File: config.mk
export PLATFORM = sky130hd
export DESIGN_NAME = contiguous_block_allocator
export DESIGN_NICKNAME = d
export VERILOG_FILES = /design/src/cba_pkg.sv /design/src/cba_ram.sv /design/src/contiguous_block_allocator.sv
export VERILOG_INCLUDE_DIRS = /design/src /design/src/src
export SDC_FILE = /design/constraint.sdc
export NUM_CORES = 1
export LEC_CHECK = 0
export BUFFER_PORTS_ARGS = -buffer_cell sky130_fd_sc_hd__buf_2
export CAP_MARGIN = 30
export CORE_MARGIN = 4
export CORE_UTILIZATION = 32
export CTS_CLUSTER_SIZE = 12
export DETAILED_ROUTE_END_ITERATION = 8
export HOLD_SLACK_MARGIN = 0.08
export PLACE_DENSITY = 0.59
export SLEW_MARGIN = 20
export SYNTH_ARGS = -nofsm -noshare
export SYNTH_HDL_FRONTEND = slang
export SYNTH_SLANG_ARGS = --single-unit
File: constraint.sdc
create_clock -name clk -period 6.6 [get_ports clk]
set_clock_uncertainty 0.05 [all_clocks]
set_input_delay 0.66 -clock clk [delete_from_list [all_inputs] [get_ports clk]]
set_output_delay 0.66 -clock clk [all_outputs]
set_load 0.01 [all_outputs]
File: src/assert_macros.svh
// Assertion helpers shared by the RTL.
`ifndef ASSERT_MACROS_SVH
`define ASSERT_MACROS_SVH

`ifndef ASSERT_OFF
// Check a property at every rising edge of ck, ignored while rs is high.
`define ASSERT_CLK(lbl, ck, rs, prop) \
  lbl: assert property (@(posedge ck) disable iff (rs) prop) \
    else $error("assertion failed");
// Check that a condition never holds.
`define ASSERT_NEVER(lbl, ck, rs, cond) \
  lbl: assert property (@(posedge ck) disable iff (rs) !(cond)) \
    else $error("forbidden condition seen");
`else
`define ASSERT_CLK(lbl, ck, rs, prop)
`define ASSERT_NEVER(lbl, ck, rs, cond)
`endif

`endif

File: src/cba_pkg.sv
`default_nettype none

package cba_pkg;

  localparam int BLOCKS             = 128;
  localparam int RESERVED           = 2;
  localparam int DIR_ENTRIES        = 16;
  localparam int ELEMENTS_PER_BLOCK = 5;

  localparam int BLK_W  = $clog2(BLOCKS);
  localparam int DIR_W  = $clog2(DIR_ENTRIES);
  localparam int FREE_W = $clog2(BLOCKS - RESERVED + 1);
  localparam int CNT_W  = 10;
  localparam int NEED_W = $clog2((1023 + ELEMENTS_PER_BLOCK - 1) / ELEMENTS_PER_BLOCK + 1);

  // Reciprocal for an exact floor division of an (CNT_W+1)-bit value
  localparam int RECIP_S = CNT_W + 1 + $clog2(ELEMENTS_PER_BLOCK);
  localparam int RECIP_M = (2 ** RECIP_S + ELEMENTS_PER_BLOCK - 1) / ELEMENTS_PER_BLOCK;
  localparam int PROD_W  = CNT_W + 2 + RECIP_S;

  localparam logic [1:0] OP_ADD    = 2'd0;
  localparam logic [1:0] OP_LOOKUP = 2'd1;
  localparam logic [1:0] OP_DELETE = 2'd2;

  localparam logic [2:0] ST_OK       = 3'd0;
  localparam logic [2:0] ST_NOSPACE  = 3'd1;
  localparam logic [2:0] ST_TOOLARGE = 3'd2;
  localparam logic [2:0] ST_NOTFOUND = 3'd3;
  localparam logic [2:0] ST_DIRFULL  = 3'd4;

  localparam logic [6:0] MAX_FILE_BLOCKS_RESET = 7'd5;

  typedef struct packed {
    logic [1:0]       operation;
    logic [6:0]       file_id;
    logic [CNT_W-1:0] element_count;
  } cmd_t;

  typedef struct packed {
    logic [2:0]       status;
    logic [6:0]       start_block;
    logic [CNT_W-1:0] file_length;
    logic [6:0]       free_blocks;
  } rsp_t;

  typedef struct packed {
    logic [6:0]       file;
    logic [BLK_W-1:0] start;
    logic [CNT_W-1:0] length;
  } dir_entry_t;

  // Blocks taken by count elements, never fewer than one
  function automatic logic [NEED_W-1:0] blocks_for(input logic [CNT_W-1:0] count);
    logic [CNT_W:0]      x;
    logic [PROD_W-1:0]   prod;
    logic [NEED_W-1:0]   q;
    x    = {1'b0, count} + (CNT_W + 1)'(ELEMENTS_PER_BLOCK - 1);
    prod = PROD_W'(x) * PROD_W'(RECIP_M);
    q    = NEED_W'(prod >> RECIP_S);
    return (q == '0) ? NEED_W'(1) : q;
  endfunction

endpackage

`default_nettype wire

File: src/cba_ram.sv
`default_nettype none

module cba_ram #(
  parameter int WIDTH = 8,
  parameter int DEPTH = 16
) (
  input  wire logic                     clk,
  input  wire logic                     we,
  input  wire logic [$clog2(DEPTH)-1:0] waddr,
  input  wire logic [WIDTH-1:0]         wdata,
  input  wire logic [$clog2(DEPTH)-1:0] raddr,
  output logic      [WIDTH-1:0]         rdata
);

  logic [WIDTH-1:0] mem [DEPTH];

  always_ff @(posedge clk) begin
    if (we) begin
      mem[waddr] <= wdata;
    end
    rdata <= mem[raddr];
  end

endmodule

`default_nettype wire

File: src/contiguous_block_allocator.sv
// First-fit contiguous block allocator. One command word in, one response word out.
// After reset the block bitmap is swept, one block a cycle, with in_stall
// high; cfg writes are taken during that time. A look-up reads the directory slot
// by slot and compares the file id of each live slot. An add checks the free count
// and the size limit, finds the first empty slot, scans the bitmap first-fit past
// the reserved area and marks the file's blocks. The bitmap has a single read port;
// the scan and the marking go one block a cycle. A delete does the look-up and then
// frees the blocks of the file's run, one a cycle. A finished response sits in the
// output register, and the next command is taken while it waits.
`default_nettype none
`include "assert_macros.svh"

module contiguous_block_allocator (
  input  wire logic          clk,
  input  wire logic          rst,
  input  wire logic          in_valid,
  output logic               in_stall,
  input  wire cba_pkg::cmd_t in_data,
  output logic               out_valid,
  input  wire logic          out_stall,
  output cba_pkg::rsp_t      out_data,
  input  wire logic          cfg_wr_en,
  input  wire logic [6:0]    cfg_wr_data
);
  import cba_pkg::*;

  localparam int CMP_W = (NEED_W > FREE_W) ? ((NEED_W > 7) ? NEED_W : 7)
                                           : ((FREE_W > 7) ? FREE_W : 7);

  localparam logic [3:0] S_INIT = 4'd0;
  localparam logic [3:0] S_IDLE = 4'd1;
  localparam logic [3:0] S_CHECK = 4'd2;
  localparam logic [3:0] S_DRD  = 4'd3;
  localparam logic [3:0] S_DCMP = 4'd4;
  localparam logic [3:0] S_FIT  = 4'd5;
  localparam logic [3:0] S_MARK = 4'd6;
  localparam logic [3:0] S_FREE = 4'd7;
  localparam logic [3:0] S_RESP = 4'd8;

  logic [3:0]             state;
  cmd_t                   cmd;
  logic [6:0]             max_file_blocks;
  logic [NEED_W-1:0]      need;
  logic [NEED_W-1:0]      cnt;
  logic [FREE_W-1:0]      free_count;
  logic [DIR_ENTRIES-1:0] dir_valid;
  logic [DIR_W-1:0]       idx;
  logic [BLK_W-1:0]       scan_addr;
  logic                   scan_issue;
  logic                   p_vld;
  logic [BLK_W-1:0]       p_addr;
  logic [BLK_W-1:0]       blk_start;
  logic [CNT_W-1:0]       length_r;
  logic [2:0]             res_status;

  logic                   bm_we;
  logic [BLK_W-1:0]       bm_waddr;
  logic [0:0]             bm_wdata;
  logic [0:0]             bm_rdata;
  logic                   dir_we;
  dir_entry_t             dir_wdata;
  dir_entry_t             dir_rd;
  logic                   free_hit;
  logic                   fit_hit;
  logic                   mark_last;

  cba_ram #(.WIDTH(1), .DEPTH(BLOCKS)) u_bitmap (
    .clk  (clk),
    .we   (bm_we),
    .waddr(bm_waddr),
    .wdata(bm_wdata),
    .raddr(scan_addr),
    .rdata(bm_rdata)
  );

  cba_ram #(.WIDTH($bits(dir_entry_t)), .DEPTH(DIR_ENTRIES)) u_dir (
    .clk  (clk),
    .we   (dir_we),
    .waddr(idx),
    .wdata(dir_wdata),
    .raddr(idx),
    .rdata(dir_rd)
  );

  assign in_stall  = (state != S_IDLE);
  assign free_hit  = (state == S_FREE) && p_vld && bm_rdata[0] &&
                     ({1'b0, p_addr} >= (BLK_W + 1)'(RESERVED));
  assign fit_hit   = p_vld && !bm_rdata[0] && (NEED_W'(cnt + 1'b1) == need);
  assign mark_last = (state == S_MARK) && (cnt == NEED_W'(need - 1'b1));

  assign dir_we    = mark_last;
  assign dir_wdata = '{file: cmd.file_id, start: blk_start, length: cmd.element_count};

  always_comb begin
    bm_we    = 1'b0;
    bm_waddr = p_addr;
    bm_wdata = 1'b0;
    case (state)
      S_INIT: begin
        bm_we    = 1'b1;
        bm_waddr = scan_addr;
        bm_wdata = ({1'b0, scan_addr} < (BLK_W + 1)'(RESERVED));
      end
      S_MARK: begin
        bm_we    = 1'b1;
        bm_waddr = scan_addr;
        bm_wdata = 1'b1;
      end
      S_FREE: begin
        bm_we = free_hit;
      end
      default: begin
        bm_we = 1'b0;
      end
    endcase
  end

  always_ff @(posedge clk) begin
    if (rst) begin
      state           <= S_INIT;
      scan_addr       <= '0;
      scan_issue      <= 1'b0;
      p_vld           <= 1'b0;
      free_count      <= FREE_W'(BLOCKS - RESERVED);
      dir_valid       <= '0;
      max_file_blocks <= MAX_FILE_BLOCKS_RESET;
      out_valid       <= 1'b0;
    end else begin
      if (cfg_wr_en) begin
        max_file_blocks <= cfg_wr_data;
      end
      if (out_valid && !out_stall) begin
        out_valid <= 1'b0;
      end

      case (state)
        S_INIT: begin
          if (scan_addr == BLK_W'(BLOCKS - 1)) begin
            state <= S_IDLE;
          end else begin
            scan_addr <= scan_addr + 1'b1;
          end
        end

        S_IDLE: begin
          if (in_valid) begin
            cmd  <= in_data;
            need <= blocks_for(in_data.element_count);
            idx  <= '0;
            if (in_data.operation == OP_ADD) begin
              state <= S_CHECK;
            end else if (in_data.operation inside {OP_LOOKUP, OP_DELETE}) begin
              state <= S_DRD;
            end else begin
              res_status <= ST_NOTFOUND;
              state      <= S_RESP;
            end
          end
        end

        S_CHECK: begin
          if (CMP_W'(need) > CMP_W'(free_count)) begin
            res_status <= ST_NOSPACE;
            state      <= S_RESP;
          end else if (CMP_W'(need) > CMP_W'(max_file_blocks)) begin
            res_status <= ST_TOOLARGE;
            state      <= S_RESP;
          end else begin
            state <= S_DRD;
          end
        end

        S_DRD: begin
          if (cmd.operation == OP_ADD) begin
            if (!dir_valid[idx]) begin
              // slot found: start the first-fit scan past the reserved area
              scan_addr  <= BLK_W'(RESERVED);
              scan_issue <= 1'b1;
              p_vld      <= 1'b0;
              cnt        <= '0;
              state      <= S_FIT;
            end else if (idx == DIR_W'(DIR_ENTRIES - 1)) begin
              res_status <= ST_DIRFULL;
              state      <= S_RESP;
            end else begin
              idx <= idx + 1'b1;
            end
          end else if (dir_valid[idx]) begin
            state <= S_DCMP;
          end else if (idx == DIR_W'(DIR_ENTRIES - 1)) begin
            res_status <= ST_NOTFOUND;
            state      <= S_RESP;
          end else begin
            idx <= idx + 1'b1;
          end
        end

        S_DCMP: begin
          if (dir_rd.file == cmd.file_id) begin
            res_status <= ST_OK;
            blk_start  <= dir_rd.start;
            length_r   <= dir_rd.length;
            if (cmd.operation == OP_DELETE) begin
              dir_valid[idx] <= 1'b0;
              need           <= blocks_for(dir_rd.length);
              scan_addr      <= dir_rd.start;
              scan_issue     <= 1'b1;
              p_vld          <= 1'b0;
              cnt            <= '0;
              state          <= S_FREE;
            end else begin
              state <= S_RESP;
            end
          end else if (idx == DIR_W'(DIR_ENTRIES - 1)) begin
            res_status <= ST_NOTFOUND;
            state      <= S_RESP;
          end else begin
            idx   <= idx + 1'b1;
            state <= S_DRD;
          end
        end

        S_FIT: begin
          if (scan_issue) begin
            p_vld  <= 1'b1;
            p_addr <= scan_addr;
            if (scan_addr == BLK_W'(BLOCKS - 1)) begin
              scan_issue <= 1'b0;
            end else begin
              scan_addr <= scan_addr + 1'b1;
            end
          end else begin
            p_vld <= 1'b0;
          end
          if (fit_hit) begin
            // run complete: rewind to its first block and mark from there
            blk_start <= p_addr + 1'b1 - BLK_W'(need);
            scan_addr <= p_addr + 1'b1 - BLK_W'(need);
            cnt       <= '0;
            state     <= S_MARK;
          end else if (p_vld) begin
            cnt <= bm_rdata[0] ? '0 : NEED_W'(cnt + 1'b1);
            if (p_addr == BLK_W'(BLOCKS - 1)) begin
              res_status <= ST_NOSPACE;
              state      <= S_RESP;
            end
          end
        end

        S_MARK: begin
          if (mark_last) begin
            dir_valid[idx] <= 1'b1;
            free_count     <= free_count - FREE_W'(need);
            length_r       <= cmd.element_count;
            res_status     <= ST_OK;
            state          <= S_RESP;
          end else begin
            cnt       <= cnt + 1'b1;
            scan_addr <= scan_addr + 1'b1;
          end
        end

        S_FREE: begin
          if (scan_issue) begin
            p_vld  <= 1'b1;
            p_addr <= scan_addr;
            // stop at the end of the run or the end of the disk
            if (scan_addr == BLK_W'(BLOCKS - 1) || NEED_W'(cnt + 1'b1) == need) begin
              scan_issue <= 1'b0;
            end else begin
              scan_addr <= scan_addr + 1'b1;
              cnt       <= cnt + 1'b1;
            end
          end else begin
            p_vld <= 1'b0;
          end
          if (free_hit) begin
            free_count <= free_count + 1'b1;
          end
          if (!scan_issue && !p_vld) begin
            state <= S_RESP;
          end
        end

        S_RESP: begin
          if (!out_valid || !out_stall) begin
            out_valid            <= 1'b1;
            out_data.status      <= res_status;
            out_data.start_block <= (res_status == ST_OK) ? 7'(blk_start) : 7'd0;
            out_data.file_length <= (res_status == ST_OK) ? length_r : '0;
            out_data.free_blocks <= 7'(free_count);
            state                <= S_IDLE;
          end
        end

        default: begin
          state <= S_IDLE;
        end
      endcase
    end
  end

  `ASSERT_NEVER(a_free_bound, clk, rst, free_count > FREE_W'(BLOCKS - RESERVED))
  `ASSERT_NEVER(a_run_bound, clk, rst, (state == S_FIT) && (cnt >= need))
  `ASSERT_CLK(a_free_stable, clk, rst, (state != S_MARK && state != S_FREE) |=> $stable(free_count))

endmodule

`default_nettype wire

==> flow_summary.toml <==
[global_routing]
grt_pass1_vias = 19570
antenna_found_initial = 6
grt_overflow = 0
grt_pass1_wl_mm = 117.0
grt_max_degree = 129
track_usage_pct = 14.06

[pwr]
power.density_nw_per_um2 = 398.8
switching_share_pct = 34.43
ir_drop_v = 0.0003374
clkPwrFrac_pct = 27.9
comb_power_share_pct = 37.2
p_leak_nw = 13.10
p_switching_mw = 5.094
design_power_total_mw = 14.80
intPower_mw = 9.701
seq_power_share_pct = 34.9

[synthesis]
synth_cell_types = 71
postSynthCellCount = 2207
yosys_register_bits = 674
yosysTopAreaCell = "edfxtp_1"
syn_area_per_cell_um2 = 14.79
ys_warn_count = 0
syn_nets = 2468
syn_area_um2 = 32640
ys.flop_type = "edfxtp_1"
synth.most_common_cell = "edfxtp_1"
synth_top_cell_area_share_pct = 55.66
synthTopCellsByArea = "edfxtp_1, mux4_2, ha_1"
synth_edf_count = 605
ys_async_sr_fraction_pct = 0
ys_seq_area_share_pct = 59.89
synth_commonest_cells = "edfxtp_1, nor2_1, inv_1, ha_1, mux4_2"

[sta]
hold_viol = 0
setup_viol = 0
tightest_slew_ns = 0.9163
fin_crit_ns = 5.968
clock.fmax_ghz = 0.1675
slew_viol_final = 0
slew_headroom_pct = 38.82
fin_crit_sh_pct = 90.43
rsz0062_at_grt = "false"
tns_ns = 0
holdWs_ns = 0.1476

[cells_and_area]
final_cells = 3705
layout-drive-gt1-share_pct = 17.44
area_delta_synth_final_pct = 13.66
final_core_util_pct = 36.84
fin_nets = 2548

[worst_setup_path]
worstPathArrival_ns = 6.26
critPathKind = "input port to register"
reg2reg_setup_slack_ns = 0.64
r2r-start = "u_dir.rdata[2]"
crit_required_ns = 6.89
critPathCaptureType = "register"
r2r_cells = 23
worstPathMaxFanout = 6
cp-start-kind = "input port"
r2r-end = "need[0]"

[die]
dieWidth_um = 327.4
num_rows = 116
die_h_um = 327.4
io_pins = 60
core-area_um2 = 100700
start_util_pct = 32.41
die_area_um2 = 107200

[run]
max_cap_violations = 0

[clocking]
cts_buffer_depth = 3
clock_sink_count = 674
cts_resized = 0
numCtsBuffers = 76
clk_latency_ns = 0.64
clockRootBuffer = "clkbuf_16"
cts_tree = "done"
cts_setup_buffers = 0
holdBufCountCts = 0
path_clk_slew_ns = 0.06
htree_levels = 3

[route]
drc = 0
detailroute.via_count = 18550
post_drt_via_cell_ratio = 5.006
dr.first_iter.drc_count = 1681
wl_mm = 75.26
ant_nets = 0
wl_per_cell_um = 20.31
firstDrtPassIters = 7

[place]
placed_cells = 3566
port_buffers = 59
hpwl_mm = 46.90
place_congestion = 0.8701

[hold_path]
min_to = "cmd[14]"
hold_depth = 1
hp-start = "in_data[14]"
hold_path_class = "input port to register"

[status]
status = "finished clean"
## stage by stage
step | worst slack, ns | cell area (um^2)
floorplan | 0.5542 | 32650
global placement | 0.1911 | 34540
detailed placement | -0.01394 | 34610
CTS | 0.6495 | 37090
global route | 0.1997 | 37100
finish | 0.6316 | 37100
## state kept, by name (all words and copies together) (netlist names), 8 cells and up, named ones only
register	cells
length_r	10
u_dir.rdata	24
need	8
u_dir.mem	384
cnt	8
out_data	27
u_bitmap.mem	128
cmd	19
## worst max path at each step
stage / cells past startpoint / slack, ns / startpoint / endpoint
5_1_grt: 23 / 0.20 / in_data[3] / need[0]
3_3_place_gp: 23 / 0.19 / in_data[3] / need[0]
4_1_cts: 23 / 0.65 / u_dir.rdata[2] / need[0]
6_report: 23 / 0.63 / in_data[3] / need[0]
3_5_place_dp: 23 / -0.01 / in_data[3] / need[0]
2_1_floorplan: 22 / 0.55 / in_data[2] / need[0]
## cell families after synthesis
kind of cell | after synthesis | synth area share [%]
and+or+nand+nor | 509 | 7.145
adders and majority gates | 231 | 10.27
muxes | 194 | 12.41
DFF | 674 | 59.89
xor gates and xnor gates | 90 | 2.499
AOI/OAI and AO/OA | 233 | 4.542
buffers and inverters | 276 | 3.247
## cell type report
class,count,area [um^2]
Antenna cell,3,7.507
Clock buffer,108,2122
Clock inverter,28,357.8
Fill cell,9563,63620
Inverter,185,694.4
Multi-Input combinational cell,1257,12080
Sequential cell,674,19550
Tap cell,1357,1698
Timing Repair Buffer,93,594.3
## critical path, stage by stage
cell and delay (ns):
buf_2 0.15, ha_1 0.24, nand3_1 0.11, xnor2_1 0.27
ha_1 0.32, ha_1 0.28, inv_1 0.05, fa_1 0.50
inv_1 0.06, fa_1 0.53, inv_1 0.05, fa_1 0.49
inv_1 0.04, ha_1 0.20, a2111oi_0 0.43, o31ai_1 0.15
a22oi_1 0.28, o221ai_1 0.29, a41o_1 0.34, a21oi_1 0.24
mux2_2 0.36, nand4_1 0.10, a32oi_1 0.11
## power groups by stage
stage | sequential (mW) | clock, mW | combinational [mW]
3_3_place_gp | 5.25 | 0 | 5.36
6_report | 5.16 | 4.12 | 5.51
5_1_grt | 5.18 | 4.41 | 6.30
4_1_cts | 5.17 | 4.22 | 5.55
2_1_floorplan | 5.19 | 0 | 4.22
3_5_place_dp | 5.25 | 0 | 5.51
## per-layer routing
metal  vias up  global-route usage (%)  wire length [um]
met5         -                       0                20
met4         2                   3.573              1432
met3       124                   2.342              4247
met2       564                   23.26             36280
met1      9434                   19.35             33280
li1       8425                       -                 -
## layout by cell type (no fill, tap or decap), types with 34 or more instances in the layout
| master | instances |
|---|---|
| a21oi_1 | 73 |
| buf_2 | 59 |
| clkbuf_16 | 76 |
| dfxtp_1 | 67 |
| edfxtp_1 | 605 |
| fa_1 | 62 |
| ha_1 | 168 |
| inv_1 | 171 |
| mux4_2 | 165 |
| nand2_1 | 118 |
| nand3_1 | 44 |
| nor2_1 | 208 |
| o21ai_0 | 52 |
| xnor2_1 | 54 |
| xor2_1 | 34 |
(Power assumes the default switching activity.)
